$ cat src/frac_n_synth_divider_calc_top_macros.svh
// assertion helpers for the divider calculation block
`ifndef FRAC_N_SYNTH_DIVIDER_CALC_TOP_MACROS_SVH
`define FRAC_N_SYNTH_DIVIDER_CALC_TOP_MACROS_SVH

// same-cycle implication, checked outside reset
`define FNSD_ASSERT_NOW(lbl, ante, cons, msg) \
  lbl: assert property (@(posedge clk) disable iff (!rst_n) (ante) |-> (cons)) \
    else $error(msg);

// next-cycle implication, checked outside reset
`define FNSD_ASSERT_NEXT(lbl, ante, cons, msg) \
  lbl: assert property (@(posedge clk) disable iff (!rst_n) (ante) |=> (cons)) \
    else $error(msg);

`endif

$ cat src/fnsd_pkg.sv
`default_nettype none

package fnsd_pkg;

  localparam int unsigned LoW       = 12;
  localparam int unsigned VcoW      = 13;
  localparam int unsigned FracW     = 24;
  localparam int unsigned QuotW     = VcoW + FracW;
  localparam int unsigned RemW      = 7;
  localparam int unsigned MaxShift  = 7;

  localparam int unsigned VcoMaxMhz   = 5400;
  localparam int unsigned RefMhz      = 26;
  localparam int unsigned FbkSplitMhz = 3200;
  localparam int unsigned LoMinMhz    = 30;
  localparam int unsigned LoMaxMhz    = 3000;
  localparam int unsigned LoFallback  = 1918;
  localparam int unsigned LinFallback = 5;

  localparam logic [RemW-1:0] DenDiv2 = RemW'(2 * RefMhz);
  localparam logic [RemW-1:0] DenDiv4 = RemW'(4 * RefMhz);

  localparam logic [1:0] FbkCodeDiv2 = 2'h1;
  localparam logic [1:0] FbkCodeDiv4 = 2'h2;

  typedef struct packed {
    logic [11:0] lo_mhz;
    logic [2:0]  linearity;
  } in_t;

  typedef struct packed {
    logic [15:0] freq_word_one;
    logic [15:0] freq_word_two;
    logic [15:0] freq_word_three;
    logic [15:0] mixer_control_word;
    logic        lo_replaced;
    logic        linearity_replaced;
  } out_t;

  typedef struct packed {
    logic       den_sel;
    logic [2:0] lodiv_code;
    logic [2:0] lin;
    logic       lo_replaced;
    logic       linearity_replaced;
  } side_t;

  typedef struct packed {
    side_t            side;
    logic [RemW-1:0]  rem;
    logic [QuotW-1:0] acc;
  } cell_t;

endpackage

`default_nettype wire

$ cat src/fnsd_prep.sv
`default_nettype none

module fnsd_prep (
  input  wire logic          clk,
  input  wire logic          rst_n,
  input  wire logic          en,
  input  wire logic          in_valid,
  input  wire fnsd_pkg::in_t in_data,
  output logic               valid_r,
  output fnsd_pkg::cell_t    data_r
);

  logic [fnsd_pkg::LoW-1:0]  lo;
  logic [2:0]                lin;
  logic                      lo_rep;
  logic                      lin_rep;
  logic [2:0]                k;
  logic [fnsd_pkg::LoW+fnsd_pkg::MaxShift-1:0] lo_wide;
  logic [fnsd_pkg::LoW+fnsd_pkg::MaxShift-1:0] vco_wide;
  logic [fnsd_pkg::VcoW-1:0] vco;
  logic [2:0]                code;
  fnsd_pkg::cell_t           data_nxt;

  always_comb begin
    lo_rep  = (in_data.lo_mhz < fnsd_pkg::LoW'(fnsd_pkg::LoMinMhz)) ||
              (in_data.lo_mhz > fnsd_pkg::LoW'(fnsd_pkg::LoMaxMhz));
    lo      = lo_rep ? fnsd_pkg::LoW'(fnsd_pkg::LoFallback) : in_data.lo_mhz;
    lin_rep = (in_data.linearity == 3'd0);
    lin     = lin_rep ? 3'(fnsd_pkg::LinFallback) : in_data.linearity;
    lo_wide = {{fnsd_pkg::MaxShift{1'b0}}, lo};
    k = 3'd0;
    for (int j = 1; j <= fnsd_pkg::MaxShift; j++) begin
      if ((lo_wide << j) <= (fnsd_pkg::LoW + fnsd_pkg::MaxShift)'(fnsd_pkg::VcoMaxMhz)) begin
        k = k + 3'd1;
      end
    end
    vco_wide = lo_wide << k;
    vco      = vco_wide[fnsd_pkg::VcoW-1:0];
    unique case (k)
      3'd2:    code = 3'd2;
      3'd3:    code = 3'd3;
      3'd4:    code = 3'd4;
      3'd5:    code = 3'd5;
      default: code = 3'd1;
    endcase
    data_nxt.side.den_sel            = (vco > fnsd_pkg::VcoW'(fnsd_pkg::FbkSplitMhz));
    data_nxt.side.lodiv_code         = code;
    data_nxt.side.lin                = lin;
    data_nxt.side.lo_replaced        = lo_rep;
    data_nxt.side.linearity_replaced = lin_rep;
    data_nxt.rem                     = '0;
    data_nxt.acc                     = {vco, {fnsd_pkg::FracW{1'b0}}};
  end

  always_ff @(posedge clk) begin
    if (!rst_n) begin
      valid_r <= 1'b0;
    end else if (en) begin
      valid_r <= in_valid;
    end
  end

  always_ff @(posedge clk) begin
    if (en) begin
      data_r <= data_nxt;
    end
  end

endmodule

`default_nettype wire

$ cat src/fnsd_div_cell.sv
`default_nettype none

module fnsd_div_cell (
  input  wire logic            clk,
  input  wire logic            rst_n,
  input  wire logic            en,
  input  wire logic            valid_in,
  input  wire fnsd_pkg::cell_t data_in,
  output logic                 valid_r,
  output fnsd_pkg::cell_t      data_r
);

  logic [fnsd_pkg::RemW-1:0] den;
  logic [fnsd_pkg::RemW:0]   trial;
  logic [fnsd_pkg::RemW:0]   diff;
  logic                      qbit;
  fnsd_pkg::cell_t           data_nxt;

  always_comb begin
    den   = data_in.side.den_sel ? fnsd_pkg::DenDiv4 : fnsd_pkg::DenDiv2;
    trial = {data_in.rem, data_in.acc[fnsd_pkg::QuotW-1]};
    diff  = trial - {1'b0, den};
    qbit  = (trial >= {1'b0, den});
    data_nxt.side = data_in.side;
    data_nxt.rem  = qbit ? diff[fnsd_pkg::RemW-1:0] : trial[fnsd_pkg::RemW-1:0];
    data_nxt.acc  = {data_in.acc[fnsd_pkg::QuotW-2:0], qbit};
  end

  always_ff @(posedge clk) begin
    if (!rst_n) begin
      valid_r <= 1'b0;
    end else if (en) begin
      valid_r <= valid_in;
    end
  end

  always_ff @(posedge clk) begin
    if (en) begin
      data_r <= data_nxt;
    end
  end

endmodule

`default_nettype wire

$ cat src/frac_n_synth_divider_calc_top.sv
// Fractional-N synthesizer divider calculation.
// Input channel in_valid/in_stall/in_data carries an LO frequency in MHz and a
// mixer linearity level; output channel out_valid/out_stall/out_data returns
// the synthesizer words, the mixer control word and the two replacement flags.
// A request is taken at a clock edge with valid high and stall low.
// A request passes in order through one setup stage (range fix, LO divider,
// VCO, feedback choice), a row of 37 restoring divider cells giving one
// quotient bit each, and the output register, whose out_data holds the result.
// Throughput: one request per cycle while in_stall is low; every cell hands
// its partial remainder and quotient to the next cell on each advancing edge.
// When out_stall holds a waiting result, the row keeps moving until its last
// cell is occupied; only then does the row freeze and in_stall rise.
// Synchronous active-low reset empties all cells and the output register;
// no results are pending after reset.
`default_nettype none

module frac_n_synth_divider_calc_top (
  input  wire logic           clk,
  input  wire logic           rst_n,
  input  wire logic           in_valid,
  output logic                in_stall,
  input  wire fnsd_pkg::in_t  in_data,
  output logic                out_valid,
  input  wire logic           out_stall,
  output fnsd_pkg::out_t      out_data
);

  localparam int unsigned NumCells = fnsd_pkg::QuotW;

  logic              en;
  logic              out_take;
  logic              out_valid_r;
  fnsd_pkg::out_t    out_data_r;
  fnsd_pkg::out_t    out_data_nxt;
  logic              cell_valid [NumCells+1];
  fnsd_pkg::cell_t   cell_data  [NumCells+1];
  fnsd_pkg::cell_t   last;
  logic [8:0]        n_int;
  logic [1:0]        fcode;

  assign out_take = !out_valid_r || !out_stall;
  assign en       = out_take || !cell_valid[NumCells];
  assign in_stall = !en;

  fnsd_prep u_prep (
    .clk      (clk),
    .rst_n    (rst_n),
    .en       (en),
    .in_valid (in_valid),
    .in_data  (in_data),
    .valid_r  (cell_valid[0]),
    .data_r   (cell_data[0])
  );

  for (genvar i = 0; i < NumCells; i++) begin : g_cell
    fnsd_div_cell u_cell (
      .clk      (clk),
      .rst_n    (rst_n),
      .en       (en),
      .valid_in (cell_valid[i]),
      .data_in  (cell_data[i]),
      .valid_r  (cell_valid[i+1]),
      .data_r   (cell_data[i+1])
    );
  end

  always_comb begin
    last  = cell_data[NumCells];
    n_int = last.acc[fnsd_pkg::FracW+8:fnsd_pkg::FracW];
    fcode = last.side.den_sel ? fnsd_pkg::FbkCodeDiv4 : fnsd_pkg::FbkCodeDiv2;
    out_data_nxt.freq_word_one      = {n_int, last.side.lodiv_code, fcode, 2'b00};
    out_data_nxt.freq_word_two      = last.acc[fnsd_pkg::FracW-1:8];
    out_data_nxt.freq_word_three    = {last.acc[7:0], 8'h00};
    out_data_nxt.mixer_control_word = {1'b1, last.side.lin, last.side.lin, 9'h000};
    out_data_nxt.lo_replaced        = last.side.lo_replaced;
    out_data_nxt.linearity_replaced = last.side.linearity_replaced;
  end

  always_ff @(posedge clk) begin
    if (!rst_n) begin
      out_valid_r <= 1'b0;
    end else if (out_take) begin
      out_valid_r <= cell_valid[NumCells];
    end
  end

  always_ff @(posedge clk) begin
    if (out_take) begin
      out_data_r <= out_data_nxt;
    end
  end

  assign out_valid = out_valid_r;
  assign out_data  = out_data_r;

`include "frac_n_synth_divider_calc_top_macros.svh"

  `FNSD_ASSERT_NOW(a_stall_cause, in_stall, cell_valid[NumCells] && out_valid_r && out_stall, "input stalled without a blocked result")
  `FNSD_ASSERT_NOW(a_n_bound, out_valid_r, out_data_r.freq_word_one[15:13] == 3'd0, "integer divider out of range")
  `FNSD_ASSERT_NEXT(a_last_held, cell_valid[NumCells] && in_stall, cell_valid[NumCells], "blocked result lost from the last cell")

endmodule

`default_nettype wire

$ cat config.mk
export PLATFORM = sky130hd
export DESIGN_NAME = frac_n_synth_divider_calc_top
export DESIGN_NICKNAME = d
export VERILOG_FILES = /design/src/fnsd_pkg.sv /design/src/fnsd_prep.sv /design/src/fnsd_div_cell.sv /design/src/frac_n_synth_divider_calc_top.sv
export VERILOG_INCLUDE_DIRS = /design/src /design/src/src
export SDC_FILE = /design/constraint.sdc
export NUM_CORES = 2
export LEC_CHECK = 0
export ABC_CLOCK_PERIOD_IN_PS = 33900
export BUFFER_PORTS_ARGS = -buffer_cell sky130_fd_sc_hd__buf_2
export CAP_MARGIN = 20
export CORE_MARGIN = 4
export CORE_UTILIZATION = 33
export DETAILED_ROUTE_END_ITERATION = 16
export PLACE_DENSITY = 0.47
export REMOVE_ABC_BUFFERS = 1
export SETUP_SLACK_MARGIN = 0.2
export SLEW_MARGIN = 20
export SYNTH_ARGS = -nofsm -noshare
export SYNTH_HDL_FRONTEND = slang
export SYNTH_SLANG_ARGS = --single-unit
$ cat constraint.sdc
create_clock -name clk -period 33.9 [get_ports clk]
set_clock_uncertainty 0.1 [all_clocks]
set_input_delay 3.39 -clock clk [delete_from_list [all_inputs] [get_ports clk]]
set_output_delay 3.39 -clock clk [all_outputs]
set_load 0.02 [all_outputs]
# [Yosys cells after proc, flatten, opt, wreduce, memory -nomap -nowiden]
# Cells that the tools add are included.
[word_totals] ff_bits=1373 inputBits=19 output_inout_bits=68 elab_cells=518
[op_classes] add_sub_neg=42 order_cmp=47 n_eq_ne=4 shift=1 muxes=83 reduce_logical=8
[op_table] cell="$mux 7" count=72
[op_table] cell="$ge 8x7->1" count=36
[op_table] cell="$sub 7x7->7" count=35
[op_table] cell="$le 19x13->1 const B" count=1
[op_table] cell="$add 3x1->3 const B" count=6
[op_table] cell="$le 18x13->1 const B" count=1
[op_table] cell="$mux 3" count=6
[op_table] cell="$le 17x13->1 const B" count=1
[op_table] cell="$le 16x13->1 const B" count=1
[op_table] cell="$le 15x13->1 const B" count=1
[op_table] cell="$le 14x13->1 const B" count=1
[op_table] cell="$gt 13x12->1 const B" count=1
[op_table] cell="$le 13x13->1 const B" count=1
[op_table] cell="$shl 12x3->13" count=1
[op_table] cell="$gt 12x12->1 const B" count=1
[op_table] cell="$lt 12x5->1 const B" count=1
[op_table] cell="$mux 12" count=1
[op_table] cell="$pmux 3 s4" count=1
[op_table] cell="$ge 1x7->1" count=1
[op_table] cell="$sub 1x7->7" count=1
[op_table] cell="$eq 3x2->1 const B" count=2
[op_table] cell="$eq 3x3->1 const B" count=2
[op_table] cell="$logic_not 1->1" count=4
[op_table] cell="$logic_not 3->1" count=1
[op_table] cell="3 further kinds" count=6

# [Depth between registers and ports, before layout]
[logic_depth] depth_word=19 mapped_depth=34 ltp_nobuf=31

# [Modules after synthesis]
# From an unflattened synthesis, not the netlist that was laid out.
[hier_totals] cells_unflattened=3501 area_unflattened_um2=74549.0
[by_module_without_submodules] module="fnsd_div_cell" instances=37 cells_each=84 area_per_inst_um2=1900.6 seq_area_each_um2=1611.5
[by_module_without_submodules] module="fnsd_prep" instances=1 cells_each=318 area_per_inst_um2=2708.8 seq_area_each_um2=680.7
[by_module_without_submodules] module="frac_n_synth_divider_calc_top" instances=1 cells_each=75 area_per_inst_um2=1519.0 seq_area_each_um2=1311.3

# [Worst setup path after synthesis]
# No wires, ideal clock.
[synth_path] kind="input -> register" startpoint="in out_stall" endpoint="reg g_cell[0].u_cell.data_r[25] (netlist name), enable pin" setup_ns=1.962 t_arrival_ns=34.536 required_ns=31.838 setup_slack_ns=-2.698 path_stages=2 path_buffers=1 cell_sequence="nand3_1 > clkbuf_1"
[synth_between] elab_chain_len=3
[synth_rtl] element="start, declared" line="frac_n_synth_divider_calc_top.sv:24" source="input wire logic out_stall,"
[synth_rtl] element="$logic_not 1->1" line="frac_n_synth_divider_calc_top.sv:41" source="assign out_take = !out_valid_r || !out_stall;"
[synth_rtl] element="$logic_or 1x1->1" line="frac_n_synth_divider_calc_top.sv:41"
[synth_rtl] element="$logic_or 1x1->1" line="frac_n_synth_divider_calc_top.sv:42" source="assign en = out_take || !cell_valid[NumCells];"
[synth_rtl] element="end signal, assigned" line="fnsd_div_cell.sv:39" source="data_r <= data_nxt;"
[synth_rtl] element="end, declared" line="fnsd_div_cell.sv:10" source="output fnsd_pkg::cell_t data_r"
# No other way between the ends.
# A chain may end at the register's enable or synchronous reset.

==> flow_metrics.tcl <==
set metrics [dict create \
    grt.total_usage 0.08199 \
    wl_per_cell_um 12.90 \
    critPathKind "input pin to flop" \
    start_util 0.3323 \
    arrival_ns 11.20 \
    clkLatencyLatePin_ns 0.71 \
    drv_slew 0 \
    area_growth_pct 14.89 \
    io_buffers 65 \
    finalHoldViolations 0 \
    die_y_um 374.8 \
    rsz0062_at_grt "no" \
    power.density_nw_per_um2 90.16 \
    clock.fmax_mhz 93.23 \
    die_area_sq_um 140500 \
    cts_setup_buffers 0 \
    clkPwrFrac 0.296 \
    ys_seq_area_frac 0.8224 \
    drc 0 \
    combinationalPowerShare 0.160 \
    gp_congestion 0.7878 \
    cp-end-kind "flop" \
    yosysUniqueCellTypes 67 \
    hold_ws_ns 0.3060 \
    fin_crit_ns 10.73 \
    hp-start "g_cell[24].u_cell.data_r[10]" \
    synth_edf_count 1190 \
    grt_pass1_vias 19930 \
    finalSetupViolCount 0 \
    crit_start "in_data[7]" \
    sequentialPowerShare 0.544 \
    cts_resized 0 \
    avgSynthCellArea_sq_um 18.44 \
    n_antenna_cell 0 \
    postRouteAntennaNets 0 \
    synth_top_cell_area_share 0.8048 \
    synth_seq_cells 1229 \
    drt-initial-drc-count 1568 \
    grt_max_degree 176 \
    core-area_sq_um 133600 \
    htreeDepth 4 \
    crit_required_ns 34.37 \
    cts_hold_buf 0 \
    p_leak_nw 18.69 \
    cts-root-buf "clkbuf_16" \
    r2r-start "out_valid" \
    cpMaxStageDelayCell "a32oi_1" \
    cts_tree "yes" \
    crit_fanout 16 \
    synth_top_area_cell "edfxtp_1" \
    status "complete, no violations" \
    synthCells 2408 \
    ys_async_sr_fraction 0 \
    startpoint_type "input pin" \
    netlist_top_cells_count "edfxtp_1, nand2_1, ha_1, inv_1, nor2_1" \
    maxCapViolations 0 \
    cpMostUsedCell "ha_1" \
    synthTopCellsByArea "edfxtp_1, ha_1, dfxtp_1" \
    die_x_um 374.8 \
    yosys_warnings 0 \
    yosysMostFrequentCell "edfxtp_1" \
    cts.sinks 1229 \
    clk_pin_slew_ns 0.06 \
    fin_crit_sh 0.3164 \
    power.switching_mw 1.175 \
    dr_total_vias 19500 \
    synthFlopType "edfxtp_1" \
    cts_buffer_depth 3 \
    min_path_type "flop to flop" \
    netlist_area_sq_um 44400 \
    vdd_drop_max_mv 0.04213 \
    cts_made_buffers 133 \
    antenna_found_initial 0 \
    num_io_pins 87 \
    worst_pin_slew_ns 1.039 \
    drive_above_1_share 0.1033 \
    grt_overflow 0 \
    swShare 0.2556 \
    drt_wl_total_mm 57.41 \
    placementRows 134 \
    first_pass_iters 8 \
    finalNetCount 2756 \
    viasPerCell 4.383 \
    p_int_mw 3.424 \
    total_power_mw 4.599 \
    max_stage_delay_ns 0.67 \
    grt_pass1_wl_mm 97.37 \
    n_fill_cell 12070 \
    dp_hpwl_mm 31.64 \
    relSlewSlack 0.3073 \
]
## critical path: cells and delay by family
kind	cells	cell delay (ns)
simple gates	6	1.44
buf+inv	3	0.33
fa+ha+maj	5	1.52
compound gates	12	3.19
mux	1	0.27
xor+xnor	3	1.06
## kinds of logic (layout without fill, tap and decap cells)
family	after synthesis	after routing	share of synthesized area
other	2	21	0.0001691
buffers and inverters	184	439	0.01767
and+or+nand+nor	374	374	0.03635
AOI/OAI and AO/OA	373	373	0.05476
DFF	1229	1229	0.8224
xor gates and xnor gates	70	70	0.01446
adders and majority gates	162	162	0.05089
muxes	14	14	0.003269
## per-stage QoR
step                area, sq um  setup TNS, ns  std cells  setup WS (ns)    util
global route              51010              0       4450          22.65  0.3817
detailed placement        46820              0       4208          22.70  0.3504
floorplan                 44140       -7857.69       2363         -14.64       -
global placement          46820              0       4208          22.91  0.3504
CTS                       51010              0       4450          23.46  0.3817
finish                    51010              0       4450          23.17  0.3817
## final timing paths
path | end | slack, ns | depth (start not counted)
worst max-delay path | u_prep.data_r[52] | 23.17 | 30
worst max register to register | g_cell[8].u_cell.data_r[42] | 28.11 | 6
worst min register to register | g_cell[25].u_cell.data_r[11] | 0.31 | 0
worst min-delay path | g_cell[25].u_cell.data_r[11] | 0.31 | 0
## cell type report
type                    instances  area (sq um)  share of cell area
clock buffers                 173          3562             0.06983
multi-input cells            1014          7189              0.1409
repair buffers                 77         452.9            0.008880
clock inverters                69         626.9             0.01229
well taps                    1768          2212             0.04337
inverters                     120         450.4            0.008830
flip-flops and latches       1229         36520              0.7159
## power by group through the flow
stage                     combinational, mW  clock (mW)  sequential, mW
final                                 0.734        1.36            2.50
after global routing                  0.852        1.49            2.56
after CTS                             0.741        1.42            2.52
after detailed placement              0.730           0            2.54
after global placement                0.695           0            2.53
after floorplan                       0.541           0            2.49
## placed cells by master, fill, tap and decap left out, types with 31 or more instances in the layout
master	instances
ha_1	131
clkbuf_1	35
edfxtp_1	1190
fa_1	31
nand2_1	165
dfxtp_1	39
inv_1	119
clkbuf_16	136
a21oi_1	111
buf_2	65
o21ai_0	84
nor2_1	118
xor2_1	53
a21boi_0	39
## flip-flops by register name, indices dropped and copies added (netlist names)
name and flops:
g_cell.u_cell.data_r 1126, g_cell.u_cell.valid_r 37, out_data 42, out_valid 1
u_prep.data_r 22, u_prep.valid_r 1
## metal layers
| layer | vias up | GRT usage | wire (um) |
|---|---|---|---|
| li1 | 9438 | - | - |
| met1 | 9536 | 0.1048 | 26220 |
| met2 | 383 | 0.1309 | 26690 |
| met3 | 146 | 0.02113 | 2730 |
| met4 | 0 | 0.03893 | 1771 |
| met5 | - | 0 | 0 |
(Power assumes the default switching activity.)
